`config.mk`:
```
export PLATFORM = sky130hd
export DESIGN_NAME = wlan_station_learning_table_unit
export DESIGN_NICKNAME = d
export VERILOG_FILES = /design/src/design/wsl_pkg.sv /design/src/design/wsl_extract.sv /design/src/design/wsl_cell.sv /design/src/design/wlan_station_learning_table_unit.sv
export SDC_FILE = /design/constraint.sdc
export NUM_CORES = 2
export LEC_CHECK = 0
export ABC_CLOCK_PERIOD_IN_PS = 34100
export BUFFER_PORTS_ARGS = -buffer_cell sky130_fd_sc_hd__buf_4
export CAP_MARGIN = 20
export CELL_PAD_IN_SITES_DETAIL_PLACEMENT = 1
export CELL_PAD_IN_SITES_GLOBAL_PLACEMENT = 2
export CORE_ASPECT_RATIO = 0.5
export CORE_UTILIZATION = 45
export CTS_CLUSTER_DIAMETER = 50
export DETAILED_ROUTE_END_ITERATION = 12
export GPL_TIMING_DRIVEN = 0
export PLACE_DENSITY_LB_ADDON = 0.05
export SLEW_MARGIN = 20
export SYNTH_ARGS = -nofsm -noshare
export SYNTH_HDL_FRONTEND = slang
export SYNTH_SLANG_ARGS = --single-unit
```
`constraint.sdc`:
```
create_clock -name clk -period 34.1 [get_ports clk]
set_input_delay 1.705 -clock clk [delete_from_list [all_inputs] [get_ports clk]]
set_output_delay 1.705 -clock clk [all_outputs]
set_load 0.01 [all_outputs]
```
`src/design/wsl_pkg.sv`:
```
// shared types and constants for the station learning table
`timescale 1ns / 1ps
`default_nettype none

package wsl_pkg;

  localparam int ADDR_W  = 48;
  localparam int LEN_W   = 12;
  localparam int TOTAL_W = 5;

  // header constants
  localparam logic [7:0]       BCAST_LEAD  = 8'hFF;
  localparam logic [LEN_W-1:0] MIN_HDR_LEN = 12'd24;
  localparam int               GROUP_BIT   = 40;

  typedef enum logic [1:0] {
    FT_MGMT = 2'd0,
    FT_CTRL = 2'd1,
    FT_DATA = 2'd2,
    FT_RSVD = 2'd3
  } frame_type_t;

  typedef enum logic [1:0] {
    DS_NONE = 2'd0,
    DS_TO   = 2'd1,
    DS_FROM = 2'd2,
    DS_BOTH = 2'd3
  } ds_t;

  typedef enum logic [2:0] {
    STAT_CLEARED   = 3'd0,
    STAT_ADDED     = 3'd1,
    STAT_KNOWN     = 3'd2,
    STAT_FULL      = 3'd3,
    STAT_IGNORED   = 3'd4,
    STAT_MULTICAST = 3'd5
  } status_t;

  typedef enum logic [1:0] {
    S_IDLE,
    S_EVAL,
    S_SEARCH,
    S_DONE
  } state_t;

  // outcome of header parsing
  typedef struct packed {
    logic              track;   // station must be looked up in the table
    logic [ADDR_W-1:0] sta;
    status_t           status;
  } ext_t;

endpackage

`default_nettype wire

```
`src/design/wsl_extract.sv`:
```
// bssid and station address extraction from one frame header
`timescale 1ns / 1ps
`default_nettype none

module wsl_extract (
  input  wire wsl_pkg::frame_type_t      frame_type,
  input  wire wsl_pkg::ds_t              ds,
  input  wire [wsl_pkg::LEN_W-1:0]       frame_length,
  input  wire [wsl_pkg::ADDR_W-1:0]      address_one,
  input  wire [wsl_pkg::ADDR_W-1:0]      address_two,
  input  wire [wsl_pkg::ADDR_W-1:0]      address_three,
  input  wire [wsl_pkg::ADDR_W-1:0]      target_bssid,
  output wsl_pkg::ext_t                  ext
);
  import wsl_pkg::*;

  logic              have_bssid;
  logic              have_sta;
  logic [ADDR_W-1:0] bssid;
  logic [ADDR_W-1:0] sta;
  logic              a1_bcast;

  assign a1_bcast = (address_one[ADDR_W-1 -: 8] == BCAST_LEAD);

  // pick bssid and station by frame type and ds bits
  always_comb begin
    have_bssid = 1'b0;
    have_sta   = 1'b0;
    bssid      = '0;
    sta        = '0;
    if (frame_length >= MIN_HDR_LEN) begin
      case (frame_type)
        FT_MGMT: begin
          bssid      = address_three;
          have_bssid = 1'b1;
          if (address_two != address_three) begin
            sta      = address_two;
            have_sta = 1'b1;
          end else if (address_one != address_three && !a1_bcast) begin
            sta      = address_one;
            have_sta = 1'b1;
          end
        end
        FT_DATA: begin
          case (ds)
            DS_NONE: begin
              bssid      = address_three;
              have_bssid = 1'b1;
              if (address_one != address_three && !a1_bcast) begin
                sta      = address_one;
                have_sta = 1'b1;
              end else if (address_two != address_three) begin
                sta      = address_two;
                have_sta = 1'b1;
              end
            end
            DS_TO: begin
              bssid      = address_two;
              have_bssid = 1'b1;
              if (address_one != address_two && !a1_bcast) begin
                sta      = address_one;
                have_sta = 1'b1;
              end
            end
            DS_FROM: begin
              bssid      = address_one;
              have_bssid = 1'b1;
              if (address_two != address_one) begin
                sta      = address_two;
                have_sta = 1'b1;
              end
            end
            default: begin
              // four-address frames are not tracked
              have_bssid = 1'b0;
            end
          endcase
        end
        default: begin
          have_bssid = 1'b0;
        end
      endcase
    end
  end

  // classify the station
  always_comb begin
    ext.track  = 1'b0;
    ext.sta    = have_sta ? sta : '0;
    ext.status = STAT_IGNORED;
    if (have_bssid && have_sta && bssid == target_bssid) begin
      if (sta[GROUP_BIT]) begin
        ext.status = STAT_MULTICAST;
      end else begin
        ext.track  = 1'b1;
        ext.status = STAT_ADDED;
      end
    end
  end

endmodule

`default_nettype wire

```
`src/design/wsl_cell.sv`:
```
// one table cell: holds an entry, passes the search key and hit flag onward
`timescale 1ns / 1ps
`default_nettype none

module wsl_cell #(
  parameter int IDX = 0,
  parameter int CW  = 5
) (
  input  wire                        clk,
  input  wire [wsl_pkg::ADDR_W-1:0]  key_in,
  input  wire                        hit_in,
  input  wire [wsl_pkg::ADDR_W-1:0]  entry_in,
  input  wire                        shift_en,
  input  wire [CW-1:0]               count,
  output logic [wsl_pkg::ADDR_W-1:0] key_out,
  output logic                       hit_out,
  output logic [wsl_pkg::ADDR_W-1:0] entry_out
);
  import wsl_pkg::*;

  localparam logic [CW-1:0] IDX_C = CW'(IDX);

  logic [ADDR_W-1:0] key;
  logic              hit;
  logic [ADDR_W-1:0] entry;
  logic              live;

  // entry counts only while it lies below the fill level
  assign live = (count > IDX_C);

  // key and hit advance one cell per cycle
  always_ff @(posedge clk) begin
    key <= key_in;
    hit <= hit_in | (live && entry == key_in);
  end

  // on insert the entries move one cell down the row
  always_ff @(posedge clk) begin
    if (shift_en) begin
      entry <= entry_in;
    end
  end

  assign key_out   = key;
  assign hit_out   = hit;
  assign entry_out = entry;

endmodule

`default_nettype wire

```
`src/design/wlan_station_learning_table_unit.sv`:
```
// top level of the station learning table: control, cell row and output register
`timescale 1ns / 1ps
`default_nettype none

// Learns unicast stations of one configured BSSID from 802.11 header words.
// Each input word carries one header (or a clear request in tuser) and gives
// exactly one output word. A clear, or a frame that is ignored or multicast,
// goes from the evaluate state straight to the done state. A frame that needs
// a table lookup passes the search state: the key walks the row of cells one
// cell per cycle, and each cell compares it with the entry it holds. New
// stations enter at the head of the row and push older entries down. The
// output register holds a finished word until it is taken; the block works
// on the next word meanwhile and waits only if a second result is ready
// before the first has left. target_bssid must be written while idle.
module wlan_station_learning_table_unit #(
  parameter int TABLE_DEPTH = 16
) (
  input  wire         clk,
  input  wire         rst,
  // configuration
  input  wire         cfg_wr_en,
  input  wire [47:0]  cfg_wr_data,    // target_bssid
  // header words in
  input  wire         s_axis_tvalid,
  output logic        s_axis_tready,
  input  wire [159:0] s_axis_tdata,   // frame_type_bits[1:0], ds_bits[3:2],
                                      // frame_length[15:4], address_one[63:16],
                                      // address_two[111:64], address_three[159:112]
  input  wire [0:0]   s_axis_tuser,   // action[0]
  // result words out
  output logic        m_axis_tvalid,
  input  wire         m_axis_tready,
  output logic [55:0] m_axis_tdata,   // station_address[47:0], station_total[52:48],
                                      // zero[55:53]
  output logic [2:0]  m_axis_tuser    // status[2:0]
);
  import wsl_pkg::*;

  localparam int CW = $clog2(TABLE_DEPTH + 1);
  localparam logic [CW-1:0] DEPTH_C = CW'(TABLE_DEPTH);

  state_t state;
  state_t state_next;

  logic [ADDR_W-1:0] target_bssid;

  // latched header
  logic              action;
  frame_type_t       frame_type;
  ds_t               ds;
  logic [LEN_W-1:0]  frame_length;
  logic [ADDR_W-1:0] address_one;
  logic [ADDR_W-1:0] address_two;
  logic [ADDR_W-1:0] address_three;

  ext_t              ext;
  logic [ADDR_W-1:0] key;
  logic [CW-1:0]     count;
  logic [CW-1:0]     cnt;
  status_t           res_status;
  logic [ADDR_W-1:0] res_sta;

  logic accept;
  logic eval;
  logic search_done;
  logic shift_en;
  logic out_load;
  logic hit;
  logic full;

  logic [ADDR_W-1:0] key_link   [TABLE_DEPTH];
  logic [ADDR_W-1:0] entry_link [TABLE_DEPTH];
  logic              hit_link   [TABLE_DEPTH+1];

  logic [CW+TOTAL_W-1:0] total_ext;

  // configuration register
  always_ff @(posedge clk) begin
    if (rst) begin
      target_bssid <= '0;
    end else if (cfg_wr_en) begin
      target_bssid <= cfg_wr_data;
    end
  end

  // header capture
  assign accept = s_axis_tvalid && s_axis_tready;

  always_ff @(posedge clk) begin
    if (accept) begin
      action        <= s_axis_tuser[0];
      frame_type    <= frame_type_t'(s_axis_tdata[1:0]);
      ds            <= ds_t'(s_axis_tdata[3:2]);
      frame_length  <= s_axis_tdata[15:4];
      address_one   <= s_axis_tdata[63:16];
      address_two   <= s_axis_tdata[111:64];
      address_three <= s_axis_tdata[159:112];
    end
  end

  wsl_extract u_extract (
    .frame_type    (frame_type),
    .ds            (ds),
    .frame_length  (frame_length),
    .address_one   (address_one),
    .address_two   (address_two),
    .address_three (address_three),
    .target_bssid  (target_bssid),
    .ext           (ext)
  );

  // next state
  always_comb begin
    state_next = state;
    case (state)
      S_IDLE: begin
        if (accept) state_next = S_EVAL;
      end
      S_EVAL: begin
        if (!action && ext.track) state_next = S_SEARCH;
        else state_next = S_DONE;
      end
      S_SEARCH: begin
        if (cnt == DEPTH_C) state_next = S_DONE;
      end
      S_DONE: begin
        if (!m_axis_tvalid || m_axis_tready) state_next = S_IDLE;
      end
      default: state_next = S_IDLE;
    endcase
  end

  // control outputs of the state machine
  always_comb begin
    s_axis_tready = 1'b0;
    eval          = 1'b0;
    search_done   = 1'b0;
    out_load      = 1'b0;
    case (state)
      S_IDLE:   s_axis_tready = 1'b1;
      S_EVAL:   eval = 1'b1;
      S_SEARCH: search_done = (cnt == DEPTH_C);
      S_DONE:   out_load = !m_axis_tvalid || m_axis_tready;
      default:  s_axis_tready = 1'b0;
    endcase
  end

  always_ff @(posedge clk) begin
    if (rst) begin
      state <= S_IDLE;
    end else begin
      state <= state_next;
    end
  end

  // lookup outcome
  assign hit      = hit_link[TABLE_DEPTH];
  assign full     = (count == DEPTH_C);
  assign shift_en = search_done && !hit && !full;

  // search key, walk counter and pending result
  always_ff @(posedge clk) begin
    if (eval) begin
      key        <= ext.sta;
      cnt        <= '0;
      res_status <= action ? STAT_CLEARED : ext.status;
      res_sta    <= action ? '0 : ext.sta;
    end else if (state == S_SEARCH) begin
      cnt <= cnt + 1'b1;
      if (search_done) begin
        if (hit)       res_status <= STAT_KNOWN;
        else if (full) res_status <= STAT_FULL;
        else           res_status <= STAT_ADDED;
      end
    end
  end

  // fill level
  always_ff @(posedge clk) begin
    if (rst) begin
      count <= '0;
    end else if (eval && action) begin
      count <= '0;
    end else if (shift_en) begin
      count <= count + 1'b1;
    end
  end

  // row of cells
  assign key_link[0]   = key;
  assign entry_link[0] = key;
  assign hit_link[0]   = 1'b0;

  for (genvar i = 0; i < TABLE_DEPTH; i++) begin : g_cell
    if (i < TABLE_DEPTH - 1) begin : g_mid
      wsl_cell #(
        .IDX (i),
        .CW  (CW)
      ) u_cell (
        .clk       (clk),
        .key_in    (key_link[i]),
        .hit_in    (hit_link[i]),
        .entry_in  (entry_link[i]),
        .shift_en  (shift_en),
        .count     (count),
        .key_out   (key_link[i+1]),
        .hit_out   (hit_link[i+1]),
        .entry_out (entry_link[i+1])
      );
    end else begin : g_last
      wsl_cell #(
        .IDX (i),
        .CW  (CW)
      ) u_cell (
        .clk       (clk),
        .key_in    (key_link[i]),
        .hit_in    (hit_link[i]),
        .entry_in  (entry_link[i]),
        .shift_en  (shift_en),
        .count     (count),
        .key_out   (),
        .hit_out   (hit_link[i+1]),
        .entry_out ()
      );
    end
  end

  // output register
  assign total_ext = {{TOTAL_W{1'b0}}, count};

  always_ff @(posedge clk) begin
    if (rst) begin
      m_axis_tvalid <= 1'b0;
    end else if (out_load) begin
      m_axis_tvalid <= 1'b1;
    end else if (m_axis_tready) begin
      m_axis_tvalid <= 1'b0;
    end
  end

  always_ff @(posedge clk) begin
    if (out_load) begin
      m_axis_tdata <= {3'b000, total_ext[TOTAL_W-1:0], res_sta};
      m_axis_tuser <= res_status;
    end
  end

endmodule

`default_nettype wire
```
* Word-level counts from Yosys, hierarchy flattened *
Cells that the tools add are included.

word-level totals
  register bits after elaboration = 1881
  input port bits = 214
  word-level logic and storage cells = 218

cells by class
  bitwise logic cells = 15
  reductions and logical operators = 41
  $add $sub $neg = 2
  equality and inequality tests = 33
  mux-type cells = 46
  $lt $le $gt $ge = 17

operator list
  cell                                                                 count
  equality test 48 bit                                                 17
  2-to-1 mux 48 bit                                                    9
  one-hot mux 48 bit (3 select lines)                                  2
  != test 48 bit                                                       4
  one-hot mux 48 bit (2 select lines)                                  2
  > comparator 5 x 4 -> 1 bit (second input constant)                  8
  logical AND 1 bit                                                    25
  > comparator 5 x 3 -> 1 bit (second input constant)                  4
  2-to-1 mux 1 bit                                                     18
  2-to-1 mux 3 bit                                                     6
  bitwise OR 1 bit                                                     15
  greater-or-equal comparator 12 x 5 -> 1 bit (second input constant)  1
  adder 5 x 1 -> 5 bit (second input constant)                         2
  equality test 5 bit (second input constant)                          2
  > comparator 5 x 1 -> 1 bit (second input constant)                  2
  > comparator 5 x 2 -> 1 bit (second input constant)                  2
  2-to-1 mux 2 bit                                                     5
  equality test 2 bit (second input constant)                          4
  equality test 8 bit (second input constant)                          1
  one-hot mux 2 bit (4 select lines)                                   1
  logical NOT 2 bit                                                    3
  != test 2 bit (second input constant)                                3
  nonzero test 2 bit                                                   3
  logical NOT 1 bit                                                    5
  other kinds (8)                                                      10

* Logic depth before layout (Yosys ltp) *
  depth after elaboration = 13
  mapped depth = 12
  mapped depth without buffers = 9

* By module *
From an unflattened synthesis, not the netlist that was laid out.

second synthesis, totals
  cells, all modules = 4079
  area, all modules = 65597.9 um^2

modules (own cells, without submodules)
  module                                   seq. area each (um^2)  cells an instance  instances  area each (um^2)
  wlan_station_learning_table_unit         10710.3                616                1          12291.8
  wsl_cell at g_cell[4].g_mid.u_cell ...   2422.3                 163                2          2970.3
  wsl_cell at g_cell[14].g_mid.u_cell ...  2422.3                 162                2          2969.1
  wsl_cell at g_cell[13].g_mid.u_cell ...  2422.3                 163                2          2966.6
  wsl_extract                              0.0                    846                1          5748.0
  wsl_cell at g_cell[15].g_last.u_cell     2422.3                 173                1          2991.6
  wsl_cell at g_cell[1].g_mid.u_cell       2422.3                 163                1          2986.6
  wsl_cell at g_cell[8].g_mid.u_cell       2422.3                 163                1          2982.9
  wsl_cell at g_cell[12].g_mid.u_cell      2422.3                 163                1          2972.9
  wsl_cell at g_cell[0].g_mid.u_cell       2422.3                 164                1          2971.6
  wsl_cell at g_cell[10].g_mid.u_cell      2422.3                 163                1          2971.6
  wsl_cell at g_cell[7].g_mid.u_cell       2422.3                 166                1          2970.3
  wsl_cell at g_cell[2].g_mid.u_cell       2422.3                 162                1          2967.8
  wsl_cell at g_cell[5].g_mid.u_cell       2422.3                 162                1          2966.6
  wsl_cell at g_cell[11].g_mid.u_cell      2422.3                 162                1          2964.1

* Least setup slack after synthesis *
OpenSTA, ideal clock, no wires.

  path type = register to register
  from = reg count[0]
  to = reg count[3]
  path slack = 9.517 ns
  data arrival time = 24.447 ns
  clock period less this slack = 24.583 ns
  cell stages (with the launch flop) = 10
  cell sequence = dfxtp_1 > clkbuf_1 > inv_1 > ha_1 > a41oi_1 > and3_1 > clkbuf_1 > nand4_1 > xnor2_1 > nor2_1

on the way
  word-level cells in the longest chain between the ends = 3
  elaborated cells between the ends (all ways) = 4
  classes of those cells = add/sub (1); eq/ne (1); reduce/logical (2)

RTL lines
  item                                 line                                     text
  from (decl)                          wlan_station_learning_table_unit.sv:58   logic [CW-1:0] count;
  from (signal assigned)               wlan_station_learning_table_unit.sv:185  count <= count + 1'b1;
  equality test 5 bit                  wlan_station_learning_table_unit.sv:158  assign full = (count == DEPTH_C);
  logical NOT 1 bit                    wlan_station_learning_table_unit.sv:159  assign shift_en = search_done && !hit && !full;
  logical AND 1 bit                    wlan_station_learning_table_unit.sv:159
  net g_cell[0].g_mid.u_cell.shift_en  wsl_cell.sv:13                           input wire shift_en,

The timed path passes the listed nets, and every way through them passes these cells.
A chain may end at the register's enable or synchronous reset.

* Worst setup path in the final report *
  from = reg address_one[19]
  to = reg res_sta[29], data pin

on the way
  word-level cells in the longest chain between the ends = 7
  elaborated cells between the ends (all ways) = 22
  classes of those cells = eq/ne (3); mux (17); reduce/logical (2)

RTL lines
  item                                                                                              line                                                     text
  from (decl)                                                                                       wlan_station_learning_table_unit.sv:52                   logic [ADDR_W-1:0] address_one;
  from (signal assigned)                                                                            wlan_station_learning_table_unit.sv:95                   address_one <= s_axis_tdata[63:16];
  != test 48 bit, on equally long branches                                                          n/a
  logical AND 1 bit, on equally long branches                                                       wsl_extract.sv:60, wsl_extract.sv:39, wsl_extract.sv:49
  2-to-1 mux 48 bit, or another cell as far along                                                   wsl_extract.sv:60                                        if (address_one != address_two && !a1_bcast) begin
  one-hot mux 48 bit (3 select lines), or another cell as far along                                 wsl_extract.sv:45                                        case (ds)
  one-hot mux 48 bit (2 select lines) / one-hot mux 1 bit (2 select lines) (equally long branches)  wsl_extract.sv:32                                        case (frame_type)
  2-to-1 mux 48 bit / 2-to-1 mux 1 bit (equally long branches)                                      wsl_extract.sv:31                                        if (frame_length >= MIN_HDR_LEN) begin
  2-to-1 mux 48 bit *                                                                               wsl_extract.sv:89                                        ext.sta = have_sta ? sta : '0;
  to (signal assigned)                                                                              wlan_station_learning_table_unit.sv:167                  res_sta <= action ? '0 : ext.sta;
  to (decl)                                                                                         wlan_station_learning_table_unit.sv:61                   logic [ADDR_W-1:0] res_sta;

Mark *: on every way between the ends. The rest lies on a longest branch, timed or not.

==> parameters.txt <==
Parameter                              Value

Finish
  Area growth syn-to-layout ... 15.94%
  Share of cells above drive strength 1 ... 12.32%
  Number of nets in the layout ... 4975
  Post-route cell area ... about 0.076 mm²
  Final core utilization ... around 53%
  Most common cell after layout, fill and taps aside ... sky130_fd_sc_hd__edfxtp_1
  Number of antenna cells inserted ... 0
  Footprint of the multi-input gates ... around 0.016 mm²
  Finished Layout Cells ... approximately 6800
  Flip-flop and latch area ... ~0.048 mm²
  Fillcell total ... approximately 14000
  Most frequent cells in the layout ... 1081 x sky130_fd_sc_hd__edfxtp_1, 797 x sky130_fd_sc_hd__dfxtp_1, 628 x sky130_fd_sc_hd__xnor2_1, 272 x sky130_fd_sc_hd__buf_4, 272 x sky130_fd_sc_hd__xor2_1

Synth
  Top cells by area in the synthesized netlist ... sky130_fd_sc_hd__edfxtp_1 50%, sky130_fd_sc_hd__dfxtp_1 24%, sky130_fd_sc_hd__xnor2_1 8.4%
  Number of flops mapped to enable cells by yosys ... roughly 1100
  Async set-reset flop share out of synthesis ... 0%
  Syn. warnings ... 0
  Post-synth top flop ... sky130_fd_sc_hd__edfxtp_1
  Cell area after technology mapping ... about 0.066 mm²
  Most area-hungry cell type in the Yosys netlist ... sky130_fd_sc_hd__edfxtp_1
  Sequential-to-total area share from yosys stat ... about three quarters
  Yosys cell types ... 69
  Register bit total from synthesis ... around 1900
  Synth top area share ... 49.54%
  Average size of a mapped cell ... ~15 µm²
  Post-synthesis cell count ... 4290

Clock network
  CTS Buf Count ... 168
  Number of buffers between clock root and the deepest sink ... 4
  Clock latency at the later pin of the worst-skew pair ... 0.81 ns
  Clock sinks ... 1878
  Number of gates resized after CTS ... 0
  # Post-CTS Setup Buffers ... 0
  Library cell used as clock root buffer ... sky130_fd_sc_hd__clkbuf_16
  Level count of the clock H-tree ... 4
  Clock Pin Slew Worst Setup and Hold Paths ... 0.07 ns
  Number of buffers inserted for hold repair after clock tree synthesis ... 0
  TritonCTS clock tree ... built

Min path
  Worst Hold Endpoint ... g_cell[2].g_mid.u_cell.key_out[7]
  Worst hold start ... g_cell[1].g_mid.u_cell.key_out[7]
  Type of the most critical hold path ... reg2reg
  Min-Delay Path Depth ... 0

Global routing
  Via count of the first global-routing pass ... roughly 38000
  Initial antenna violation count ... 6
  Overall overflow remaining after global route ... 0
  Largest net degree at the start of global routing ... 64
  Wire length of the first global-routing pass ... about 270000 µm
  Global Route Usage Sum ... between 20 and 30%

Setup path
  Cell occurring most often along the worst timing path ... sky130_fd_sc_hd__o21ai_1
  Cell count of the worst reg-to-reg path ... 12
  R2R Path Start ... address_one[19]
  Largest incremental delay on the critical path ... about 0.76 ns
  CP Data Required Time ... between 30 and 40 ns
  Buf/Inv on CP ... 3
  Endpoint arrival time on the critical path ... approximately 5.1 ns
  List of cells traversed by the critical path ... clkbuf_1 > xnor2_1 > nand4_1 > nor4_1 > a31oi_1 > o21ai_1 > o21ai_1 > nand2_1 > or2_1 > buf_2 > buf_1 > nor2_1
  Maximum fanout along the worst path ... 10
  Critical-path cell with the highest stage delay ... sky130_fd_sc_hd__clkbuf_1
  Category of the worst setup path capture point ... register
  Capture instance of the worst register-to-register path ... res_sta[29]
  Family with the most delay on the worst path ... simple AND/OR/NAND/NOR gates
  Slack of the worst reg-to-reg path ... 29.49 ns
  Classification of the worst setup path ... reg2reg
  CP startpoint kind ... register

STA
  Largest clock skew in the final design ... between 0.07 and 0.08 ns
  Headroom to the max-slew limit ... 16.55%
  Highest attainable clock frequency ... about 220 MHz
  Setup TNS ... 0 ns
  Unrepaired setup endpoints after global routing ... no
  Ratio of final minimum period to clock period ... a little over an eighth
  Crit path time final ... about 4.6 ns
  Least-Margin Pin Slew ... between 1 and 1.5 ns
  Final Slew Violations ... 0
  Setup Viol. Count Final ... 0
  Final Hold Viols ... 0

Die
  Height of the chip ... approximately 270 µm
  Core box area ... about 0.14 mm²
  Die width ... about 540 µm
  Number of core rows ... 98
  Die area ... between 0.1 and 0.15 mm²
  Starting Density ... 45.60%
  I/O pin count ... roughly 280

Place
  RD Place Congestion ... between 0.9 and 1
  Cell Area, Placed ... 0.07058 mm²
  Placed Instances ... 6530
  Estimated wirelength of the detail-placed design ... between 150000 and 200000 µm
  Input/output buffers ... around 270

Flow run
  Reported max-cap violation count ... 0

Routing
  Vias/cell ... between 5 and 6
  DR pass1 iterations ... 7
  Number of vias in the routed layout ... approximately 35000
  Post-detailed-route count of antenna-violating nets ... 0
  Iteration-0 DRC Markers ... approximately 2200
  Routed length per placed instance ... 28.06 µm
  Count of unresolved DRC violations after routing ... 0
  Final routed wirelength across all metal layers ... about 190000 µm

Power
  Peak supply drop ... approximately 0.064 mV
  PD cells ... between 70 and 80 mW/mm²
  Leakage dissipation ... around 27 nW
  Final total power ... between 5 and 6 mW

Run status
  Outcome ... complete, no violations
==> stage by stage <==
step	hold WS, ns	setup slack (ns)
finish	0.3229	29.49
global route	0.3208	29.38
CTS	0.3224	29.47
detailed placement	0.3510	29.50
global placement	0.3496	-1.486
floorplan	0.3308	9.517
==> worst reg2reg max path, cell delays in order, from the launching register on <==
cell	delay, ns
sky130_fd_sc_hd__edfxtp_1	0.32
sky130_fd_sc_hd__clkbuf_1	0.76
sky130_fd_sc_hd__xnor2_1	0.20
sky130_fd_sc_hd__nand4_1	0.18
sky130_fd_sc_hd__nor4_1	0.58
sky130_fd_sc_hd__a31oi_1	0.43
sky130_fd_sc_hd__o21ai_1	0.23
sky130_fd_sc_hd__o21ai_1	0.08
sky130_fd_sc_hd__nand2_1	0.35
sky130_fd_sc_hd__or2_1	0.35
sky130_fd_sc_hd__buf_2	0.32
sky130_fd_sc_hd__buf_1	0.45
sky130_fd_sc_hd__nor2_1	0.10
==> power breakdown <==
part | internal (mW) | switching (mW)
registers | 2.78 | 0.317
clock network | 1.05 | 0.820
logic | 0.362 | 0.569
total | 4.19 | 1.71
==> synthesized netlist by cell type, drive strengths merged, types with 77 or more instances <==
cell / instances
nand4: 184
xor2: 272
xnor2: 628
dfxtp: 797
mux2i: 113
nor2: 218
nand2: 82
edfxtp: 1081
o21ai: 83
clkbuf: 116
a22oi: 77
nor4: 117
==> logic make-up after synthesis <==
family                     count (synthesis)  share of synthesized area [%]
AOI/OAI and AO/OA                        435                          4.819
xor gates and xnor gates                 900                          12.03
adders and majority gates                 11                         0.2100
buffers and inverters                    199                          1.262
DFF                                     1878                          73.88
muxes                                    120                          1.846
other                                      1                       0.005722
and+or+nand+nor                          746                          5.946
==> cell type report <==
type	instances	area share (%)
inverter	36	0.1779
sequential	1878	63.73
timing repair buffer	288	3.365
clock buffer	250	6.487
clock inverter	49	0.6110
buffer	163	0.9157
tap	1950	3.211
multi-input combinational	2215	21.50
==> worst max path at each step <==
| stage | start | end | slack [ns] | cells after the start |
|---|---|---|---|---|
| 2_1_floorplan | count[0] | count[3] | 9.52 | 9 |
| 3_3_place_gp | count[3] | count[3] | -1.49 | 8 |
| 3_5_place_dp | address_one[17] | res_sta[29] | 29.50 | 12 |
| 4_1_cts | address_one[17] | res_sta[29] | 29.47 | 12 |
| 5_1_grt | address_one[19] | res_sta[29] | 29.38 | 12 |
| 6_report | address_one[19] | res_sta[29] | 29.49 | 12 |
==> routing by layer <==
| layer | vias to the layer above | track usage [%] | part of all wire (%) |
|---|---|---|---|
| met5 | - | 0 | 0.0068 |
| met4 | 2 | 11.32 | 4.7 |
| met3 | 302 | 3.609 | 3.6 |
| met2 | 797 | 46.73 | 51 |
| met1 | 17580 | 31.05 | 41 |
| li1 | 16480 | - | - |
(Power assumes the default switching activity.)
